### src/rtl/bna_pkg.sv
// Shared types, action codes and the bus-constant function of the nibble ALU.
// No dependencies; imported by the core, the top level and the checker.
package bna_pkg;

	localparam int unsigned ItemDataW = 16;
	localparam int unsigned ItemUserW = 2;
	localparam int unsigned ResDataW  = 8;
	localparam int unsigned ResUserW  = 1;

	localparam logic [3:0] NIB_ONES  = 4'hF;
	localparam logic [3:0] DEC_LIMIT = 4'd9;
	localparam logic [3:0] DEC_FIX   = 4'd6;
	localparam logic [3:0] TCS_CONST = 4'd9;
	localparam logic [3:0] KBP_FOUR  = 4'd4;
	localparam logic [3:0] KBP_EIGHT = 4'd8;
	localparam logic [3:0] KBP_LOW   = 4'd2;
	localparam logic [3:0] KBP_ERR   = 4'd15;

	typedef enum logic [3:0] {
		ACT_INIT      = 4'd0,
		ACT_LATCH     = 4'd1,
		ACT_LOAD_TEMP = 4'd2,
		ACT_SET_A     = 4'd3,
		ACT_SET_C     = 4'd4,
		ACT_RUN_ADDER = 4'd5,
		ACT_DRV_CONST = 4'd6,
		ACT_DRV_ACC   = 4'd7,
		ACT_DRV_SUM   = 4'd8,
		ACT_DRV_CARRY = 4'd9
	} action_t;

	typedef enum logic [1:0] {
		KIND_OTHER = 2'd0,
		KIND_DAA   = 2'd1,
		KIND_TCS   = 2'd2,
		KIND_KBP   = 2'd3
	} instr_kind_t;

	typedef struct packed {
		logic [3:0]  action;
		logic [3:0]  bus_in;
		logic        invert_operand;
		logic        save_acc;
		logic        save_carry;
		logic        shift_left;
		logic        shift_right;
		logic        carry_force_one;
		instr_kind_t instr_kind;
		logic        opa_high;
	} item_t;

	typedef struct packed {
		logic [3:0] bus_out;
		logic       bus_drive;
		logic       acc_zero;
		logic       sum_zero;
		logic       carry_set;
	} result_t;

	// Bus constant for decimal adjust, TCS and KBP, all ones for other kinds; zero unless high.
	function automatic logic [3:0] bus_constant(input instr_kind_t kind, input logic high,
			input logic [3:0] acc_l, input logic carry_l);
		logic [3:0] c;
		c = '0;
		if (high) begin
			unique case (kind)
				KIND_DAA: c = (carry_l || (acc_l > DEC_LIMIT)) ? DEC_FIX : 4'd0;
				KIND_TCS: c = TCS_CONST;
				KIND_KBP: begin
					priority if (acc_l == KBP_FOUR) c = 4'd3;
					else if (acc_l == KBP_EIGHT) c = 4'd4;
					else if (acc_l > KBP_LOW) c = KBP_ERR;
					else c = acc_l;
				end
				default: c = NIB_ONES;
			endcase
		end
		return c;
	endfunction

endpackage

### src/rtl/bna_core.sv
// ALU state registers and the single-pass micro-operation logic.
// Depends on bna_pkg; instantiated by bcd_nibble_alu_micro_ops_top.
module bna_core
	import bna_pkg::*;
(
	input  logic    clk,
	input  logic    arst_n,
	input  logic    en,
	input  item_t   item,
	output result_t res
);

	logic [3:0] acc_q, temp_q, adder_a_q, acc_lat_q, sum_q;
	logic       carry_q, cin_q, carry_lat_q;
	logic [3:0] acc_d, temp_d, adder_a_d, acc_lat_d, sum_d;
	logic       carry_d, cin_d, carry_lat_d;

	logic [3:0] operand_b;
	logic [4:0] sum_full;
	logic       dec_adjust;

	assign operand_b  = item.invert_operand ? ~temp_q : temp_q;
	assign sum_full   = {1'b0, adder_a_q} + {1'b0, operand_b} + {4'd0, cin_q};
	assign dec_adjust = carry_lat_q || (acc_lat_q > DEC_LIMIT);

	always_comb begin
		acc_d       = acc_q;
		temp_d      = temp_q;
		adder_a_d   = adder_a_q;
		acc_lat_d   = acc_lat_q;
		sum_d       = sum_q;
		carry_d     = carry_q;
		cin_d       = cin_q;
		carry_lat_d = carry_lat_q;
		res.bus_out   = '0;
		res.bus_drive = 1'b0;
		unique case (item.action)
			ACT_INIT: begin
				adder_a_d = '0;
				temp_d    = NIB_ONES;
				cin_d     = 1'b0;
			end
			ACT_LATCH: begin
				acc_lat_d   = acc_q;
				carry_lat_d = carry_q;
			end
			ACT_LOAD_TEMP: temp_d = item.bus_in;
			ACT_SET_A: adder_a_d = item.invert_operand ? ~acc_q : acc_q;
			ACT_SET_C: begin
				cin_d = item.carry_force_one | (carry_q ^ item.invert_operand);
			end
			ACT_RUN_ADDER: begin
				sum_d = sum_full[3:0];
				// left shift wins over right; either ignores the save flags
				priority if (item.shift_left) begin
					carry_d = sum_full[3];
					acc_d   = {sum_full[2:0], carry_lat_q};
				end else if (item.shift_right) begin
					carry_d = sum_full[0];
					acc_d   = {carry_lat_q, sum_full[3:1]};
				end else begin
					if (item.save_acc) acc_d = sum_full[3:0];
					if (item.save_carry) begin
						carry_d = ((item.instr_kind == KIND_DAA) && dec_adjust)
							? 1'b1 : sum_full[4];
					end
				end
			end
			ACT_DRV_CONST: begin
				res.bus_out   = bus_constant(item.instr_kind, item.opa_high,
					acc_lat_q, carry_lat_q);
				res.bus_drive = 1'b1;
			end
			ACT_DRV_ACC: begin
				res.bus_out   = acc_lat_q;
				res.bus_drive = 1'b1;
			end
			ACT_DRV_SUM: begin
				res.bus_out   = sum_q;
				res.bus_drive = 1'b1;
			end
			ACT_DRV_CARRY: begin
				res.bus_out   = {3'd0, carry_lat_q};
				res.bus_drive = 1'b1;
			end
			default: ;
		endcase
		// flags follow the state as this item leaves it
		res.acc_zero  = (acc_lat_d == 4'd0);
		res.sum_zero  = (sum_d == 4'd0);
		res.carry_set = carry_lat_d;
	end

	always_ff @(posedge clk or negedge arst_n) begin
		if (!arst_n) begin
			acc_q       <= '0;
			temp_q      <= '0;
			adder_a_q   <= '0;
			acc_lat_q   <= '0;
			sum_q       <= '0;
			carry_q     <= 1'b0;
			cin_q       <= 1'b0;
			carry_lat_q <= 1'b0;
		end else if (en) begin
			acc_q       <= acc_d;
			temp_q      <= temp_d;
			adder_a_q   <= adder_a_d;
			acc_lat_q   <= acc_lat_d;
			sum_q       <= sum_d;
			carry_q     <= carry_d;
			cin_q       <= cin_d;
			carry_lat_q <= carry_lat_d;
		end
	end

endmodule

### src/rtl/bcd_nibble_alu_micro_ops_top.sv
// Top level of the 4-bit decimal-adjust ALU: input register, core, result register.
// Depends on bna_pkg and bna_core.
// An accepted item sits in the input register, then its result in the result register.
// One item per cycle unless m_tready stalls; state update sits between the two registers.
// Reset: arst_n low clears both valid bits and all ALU state to zero at once.
module bcd_nibble_alu_micro_ops_top
	import bna_pkg::*;
(
	input  logic                 clk,
	input  logic                 arst_n,
	input  logic                 s_tvalid,
	output logic                 s_tready,
	// action[3:0], bus_in[7:4], invert_operand[8], save_acc[9], save_carry[10],
	// shift_left[11], shift_right[12], carry_force_one[13], opa_high[14], zero[15]
	input  logic [ItemDataW-1:0] s_tdata,
	// instr_kind[1:0]
	input  logic [ItemUserW-1:0] s_tuser,
	output logic                 m_tvalid,
	input  logic                 m_tready,
	// bus_out[3:0], acc_zero[4], sum_zero[5], carry_set[6], zero[7]
	output logic [ResDataW-1:0]  m_tdata,
	// bus_drive[0]
	output logic [ResUserW-1:0]  m_tuser
);

	logic    valid_s1, valid_s2;
	item_t   item_s1, item_in;
	result_t res_s2, res_d;
	logic    adv_s2, adv_s1;

	assign item_in.action          = s_tdata[3:0];
	assign item_in.bus_in          = s_tdata[7:4];
	assign item_in.invert_operand  = s_tdata[8];
	assign item_in.save_acc        = s_tdata[9];
	assign item_in.save_carry      = s_tdata[10];
	assign item_in.shift_left      = s_tdata[11];
	assign item_in.shift_right     = s_tdata[12];
	assign item_in.carry_force_one = s_tdata[13];
	assign item_in.opa_high        = s_tdata[14];
	assign item_in.instr_kind      = instr_kind_t'(s_tuser[1:0]);

	assign adv_s2   = !valid_s2 || m_tready;
	assign adv_s1   = valid_s1 && adv_s2;
	assign s_tready = !valid_s1 || adv_s2;

	bna_core u_core (
		.clk    (clk),
		.arst_n (arst_n),
		.en     (adv_s1),
		.item   (item_s1),
		.res    (res_d)
	);

	always_ff @(posedge clk or negedge arst_n) begin
		if (!arst_n) begin
			valid_s1 <= 1'b0;
			valid_s2 <= 1'b0;
		end else begin
			if (s_tready) valid_s1 <= s_tvalid;
			if (adv_s2) valid_s2 <= valid_s1;
		end
	end

	always_ff @(posedge clk) begin
		if (s_tvalid && s_tready) item_s1 <= item_in;
		if (adv_s1) res_s2 <= res_d;
	end

	assign m_tvalid = valid_s2;
	assign m_tdata  = {1'b0, res_s2.carry_set, res_s2.sum_zero, res_s2.acc_zero,
		res_s2.bus_out};
	assign m_tuser  = res_s2.bus_drive;

endmodule

### config.mk
export PLATFORM = sky130hd
export DESIGN_NAME = bcd_nibble_alu_micro_ops_top
export DESIGN_NICKNAME = d
export VERILOG_FILES = /design/src/rtl/bna_pkg.sv /design/src/rtl/bna_core.sv /design/src/rtl/bcd_nibble_alu_micro_ops_top.sv
export SDC_FILE = /design/constraint.sdc
export NUM_CORES = 1
export LEC_CHECK = 0
export ABC_AREA = 0
export BUFFER_PORTS_ARGS = -buffer_cell sky130_fd_sc_hd__buf_2
export CAP_MARGIN = 25
export CORE_MARGIN = 1.5
export CORE_UTILIZATION = 60
export DETAILED_ROUTE_END_ITERATION = 8
export PLACE_DENSITY_LB_ADDON = 0.3
export SETUP_SLACK_MARGIN = 0.4
export SYNTH_ARGS = -nofsm -noshare
export SYNTH_HDL_FRONTEND = slang
export SYNTH_SLANG_ARGS = --single-unit
export TNS_END_PERCENT = 50
### constraint.sdc
create_clock -name clk -period 3.9 [get_ports clk]
set_clock_uncertainty 0.15 [all_clocks]
set_input_delay 0.585 -clock clk [delete_from_list [all_inputs] [get_ports clk]]
set_output_delay 0.585 -clock clk [all_outputs]
set_load 0.005 [all_outputs]
# --- After elaboration in Yosys (flattened, before gate mapping) ---
# Cells that the tools add are included.
op_classes:
  n_addsub: 2
  n_mul: 0
  n_div: 0
  order_cmp: 2
  n_eq_ne: 14
  shifts: 0
  mux: 22
  bitwise: 4
  n_reduce_logical: 21
op_table:
  columns: ["operator", "n"]
  rows:
  - ["$mux 4", 11]
  - ["$eq 4x3->1 const B", 5]
  - ["$pmux 5 s4", 1]
  - ["$pmux 4 s2", 2]
  - ["$eq 4x4->1 const B", 3]
  - ["$logic_not 4->1", 3]
  - ["$pmux 4 s3", 1]
  - ["$eq 4x2->1 const B", 2]
  - ["$not 4->4", 2]
  - ["$reduce_and 2->1", 3]
  - ["$reduce_and 3->1", 2]
  - ["$reduce_bool 2->1", 3]
  - ["$reduce_bool 3->1", 2]
  - ["$add 4x4->5", 1]
  - ["$add 5x1->5", 1]
  - ["$mux 1", 5]
  - ["$eq 2x2->1 const B", 2]
  - ["$eq 4x1->1 const B", 1]
  - ["$gt 4x2->1 const B", 1]
  - ["$gt 4x4->1 const B", 1]
  - ["$logic_and 1x1->1", 3]
  - ["$logic_or 1x1->1", 3]
  - ["$mux 3", 1]
  - ["$eq 2x1->1 const B", 1]
  - ["other kinds (4)", 5]
word_totals:
  regBits: 50
  latchBits: 0
  mem_bits_rw: 0
  rom_bits: 0
  in_bits: 22
  output_inout_bits: 11
  wordCells: 90
  memories: 0

# --- Depth between registers and ports, before layout ---
depth:
  depth_word: 8
  depth_mapped: 9

# --- Modules after synthesis ---
# From an unflattened synthesis, not the netlist that was laid out.
hier_totals:
  hier_cells: 216
  hier_area_um2: 2507.4
by_module_without_submodules:
  columns: ["module", "n_inst", "cells_per_inst", "area_per_inst_um2", "seq_area_each_um2"]
  rows:
  - ["bna_core", 1, 181, 1641.6, 575.6]
  - ["bcd_nibble_alu_micro_ops_top", 1, 35, 865.8, 800.8]

# --- Worst setup path before layout ---
# No wires, ideal clock.
synth_path:
  path_type: "reg2reg"
  from: "register item_s1[8] (netlist bit)"
  to: "register res_s2, in the netlist m_tdata[5] (data pin)"
  setup_time_ns: 0.188
  arrival_ns: 2.231
  t_required_ns: 3.562
  path_slack_ns: 1.330
  path_stages_with_launch: 8
  period_less_slack_ns: 2.570
  cell_sequence: "edfxtp_1 > clkbuf_1 > xor2_1 > ha_1 > and3b_1 > or3_1 > and2_1 > o41ai_1"
synth_lines:
  columns: ["item", "line_no", "text"]
  rows:
  - ["from (decl)", "bcd_nibble_alu_micro_ops_top.sv:27", "item_t item_s1, item_in;"]
  - ["from (signal assigned)", "bcd_nibble_alu_micro_ops_top.sv:65", "if (s_tvalid && s_tready) item_s1 <= item_in;"]
  - ["to (signal assigned)", "bcd_nibble_alu_micro_ops_top.sv:66", "if (adv_s1) res_s2 <= res_d;"]
  - ["to (decl)", "bcd_nibble_alu_micro_ops_top.sv:28", "result_t res_s2, res_d;"]

==> summary.md <==
| Metric | Value |
|---|---|
| Via Count | `1,671` |
| Seq/Total Area, Yosys | `0.556` |
| Maximum clock rate | `0.363 GHz` |
| First-pass GRT wire length | `7610 microns` |
| GPL Wtd Cong | `0.917` |
| Clk buf depth | `2` |
| Leakage | `1.12 nW` |
| Initial DRC count | `121` |
| Setup repair after global routing missed its margin | `false` |
| Antenna-violating nets left | `0` |
| Die H | `67.2 microns` |
| Layout cells sized above 1 | `0.235` |
| Max Cap Viol | `0` |
| Worst setup EP type | `flop` |
| Initial Util | `0.624` |
| Fin nets | `264` |
| CTS tree | `done` |
| Status | `complete, no violations` |
| Crit Path Class | `reg2reg` |
| CP startpoint kind | `flop` |
| Asr flop ratio synth | `0.500` |
| PwrDens | `608 mW/mm^2` |
| DP HPWL | `3200 microns` |
| Max incr delay on CP | `0.65 ns` |
| Die width | `67.2 microns` |
| TritonCTS Buffers | `5` |
| Fin. max-slew vios | `0` |
| Clk sink count | `50` |
| Tot GR Track Use | `0.234` |
| Worst path bufs/invs | `0` |
| Hold/Removal Path Class | `in2async` |
| Critical path fanouts, max | `9` |
| Distinct cells, synth | `48` |
| Worst-skew pair later-pin latency | `0.31 ns` |
| Fin crit share | `0.706` |
| DIE AREA | `0.00452 sq mm` |
| Setup slack after layout | `1.15 ns` |
| Cts hold-fix bufs | `0` |
| N_diodes | `0` |
| Number of synthesized flops with an enable pin | `25` |
| Fin. Hold Viols | `0` |
| Final min period | `2.75 ns` |
| # fillers | `283` |
| Via count of the first global-routing pass | `1,583` |
| #FFs+latches synth | `50` |
| DRC viols | `0` |
| Wire length per cell | `15.8 microns` |
| Std cell rows | `23` |
| Initial antenna violation count | `0` |
| Top post-synthesis cells by area | `edfxtp_1 (30%), dfrtp_1 (25%), mux2_2 (5.9%), o21ai_0 (2.2%), a21oi_1 (2.0%)` |
| Multi-input combinational cell area | `0.00101 sq mm` |
| Cts repair resizes | `0` |
| Synthesized area | `0.00248 sq mm` |
| Slew @ Worst Pin | `0.881 ns` |
| Yosys top cell by area | `edfxtp_1` |
| Post-Syn Instances | `210` |
| GRT overflow | `0` |
| Post-Route WL | `4550 microns` |
| Core box area | `0.00397 sq mm` |
| Slowest cell on crit path | `edfxtp_1` |
| Vias per cell | `5.80` |
| Io pins | `33` |
| CP Data Required Time | `3.85 ns` |
| Max rail drop VDD | `299 uV` |
| Synth warn | `0` |
| DP Worst Slack | `1.18 ns` |
| Largest net degree at the start of global routing | `26` |
| Setup bufs post-CTS | `0` |
| Top cell type's share of synthesized area | `0.303` |
| Post-Syn Nets | `237` |
| Clk slew on worst S/H paths | `0.09 ns` |
| TNS Setup | `0 ns` |
| Syn_area_per_cell | `11.8 sq um` |
| Critical-path cell list | `xor2_1 > ha_1 > and3b_1 > or3_1 > and2_1 > o41ai_1` |
| Crit-path leading delay family | `simple AND/OR/NAND/NOR gates` |
| FF+latch area | `0.00138 sq mm` |
| Normalized max-slew margin | `0.404` |
| CTS Root Buffer Type | `clkbuf_8` |
| Post-synth top cells | `dfrtp_1 (25), edfxtp_1 (25), mux2_2 (13)` |
| Pre-Repair DR Iteration Count | `4` |
| Syn-to-layout area delta | `11.4%` |
| Primary FF master, synth | `edfxtp_1` |
| H-tree depth | `2` |
| Port bufs | `30` |
| Worst EP arrival | `2.71 ns` |
| Endpoints failing setup | `0` |
[cell usage in the layout, fill, tap and decap left out, drive strengths merged, types with 3 or more instances in the layout]
cell,netlist,final
clkbuf,8,5
nor3,4,4
mux2,13,13
dfrtp,25,25
and2,3,3
ha,3,3
a32oi,3,3
a21oi,10,10
xnor2,5,5
or2,3,3
nand3,3,3
nor2,7,7
buf,2,30
o211ai,3,3
nand2b,8,8
xor2,5,5
a31oi,5,5
inv,12,12
o22ai,4,4
nand2,11,11
o21ai,11,11
edfxtp,25,25
a22o,4,4
[flip-flops by register name (all words and copies together), names as in the netlist]
name	flops
u_core.sum_q	4
u_core.adder_a_q	4
u_core.acc_q	4
u_core.temp_q	4
m_tuser	1
u_core.carry_lat_q	1
item_s1	17
u_core.carry_q	1
u_core.cin_q	1
m_tvalid	1
u_core.acc_lat_q	4
valid_s1	1
m_tdata	7
[final timing paths]
| check | from | end | slack, ns | cells after the start |
|---|---|---|---|---|
| max in group asynchronous | arst_n | u_core.acc_q[1] | 3.12 | 1 |
| setup / recovery | item_s1[8] | m_tdata[5] | 1.15 | 6 |
| min in group clk | s_tdata[10] | item_s1[6] | 0.29 | 1 |
| hold reg to reg | valid_s1 | m_tvalid | 0.38 | 2 |
| setup reg to reg | item_s1[8] | m_tdata[5] | 1.15 | 6 |
| hold / removal | arst_n | u_core.cin_q | 0.11 | 1 |
[per-layer routing]
| layer | global-route usage | vias to the layer above | part of all wire |
|---|---|---|---|
| li1 | - | 823 | - |
| met1 | 0.314 | 800 | 0.46 |
| met2 | 0.379 | 42 | 0.49 |
| met3 | 0.0617 | 6 | 0.045 |
| met4 | 0.0612 | 0 | 0.011 |
| met5 | 0 | - | 0 |
[cell type report]
class,instances,share of cell area
multi-input cells,138,0.366
clock inverters,3,0.0163
well taps,50,0.0227
clock buffers,5,0.0249
inverters,12,0.0163
repair buffers,30,0.0544
flip-flops and latches,50,0.499
[through the flow]
stage	utilization	total power [mW]	hold slack, ns	cells	cell area, sq um
CTS	0.695	1.68	0.125	288	2760
global route	0.695	1.79	0.145	288	2760
finish	0.695	1.68	0.108	288	2760
floorplan	-	1.17	0.139	210	2480
global placement	0.666	1.30	0.344	280	2650
detailed placement	0.666	1.32	0.353	280	2650
[power breakdown]
group | internal [mW] | switching [mW] | total [mW]
combinational | 0.246 | 0.246 | 0.492
sequential | 0.680 | 0.141 | 0.821
clock | 0.191 | 0.173 | 0.364
[cells by family after synthesis]
| group | after synthesis | synth area share |
|---|---|---|
| AND/OR/NAND/NOR | 56 | 0.137 |
| AO/OA/AOI/OAI | 50 | 0.131 |
| flip-flops | 50 | 0.556 |
| buffers and inverters | 22 | 0.0359 |
| multiplexers | 15 | 0.0672 |
| XOR/XNOR | 10 | 0.0354 |
| adder cells (fa/ha/maj) | 6 | 0.0354 |
| other | 1 | 0.00151 |
No activity file was read; power rests on OpenSTA's default activity.
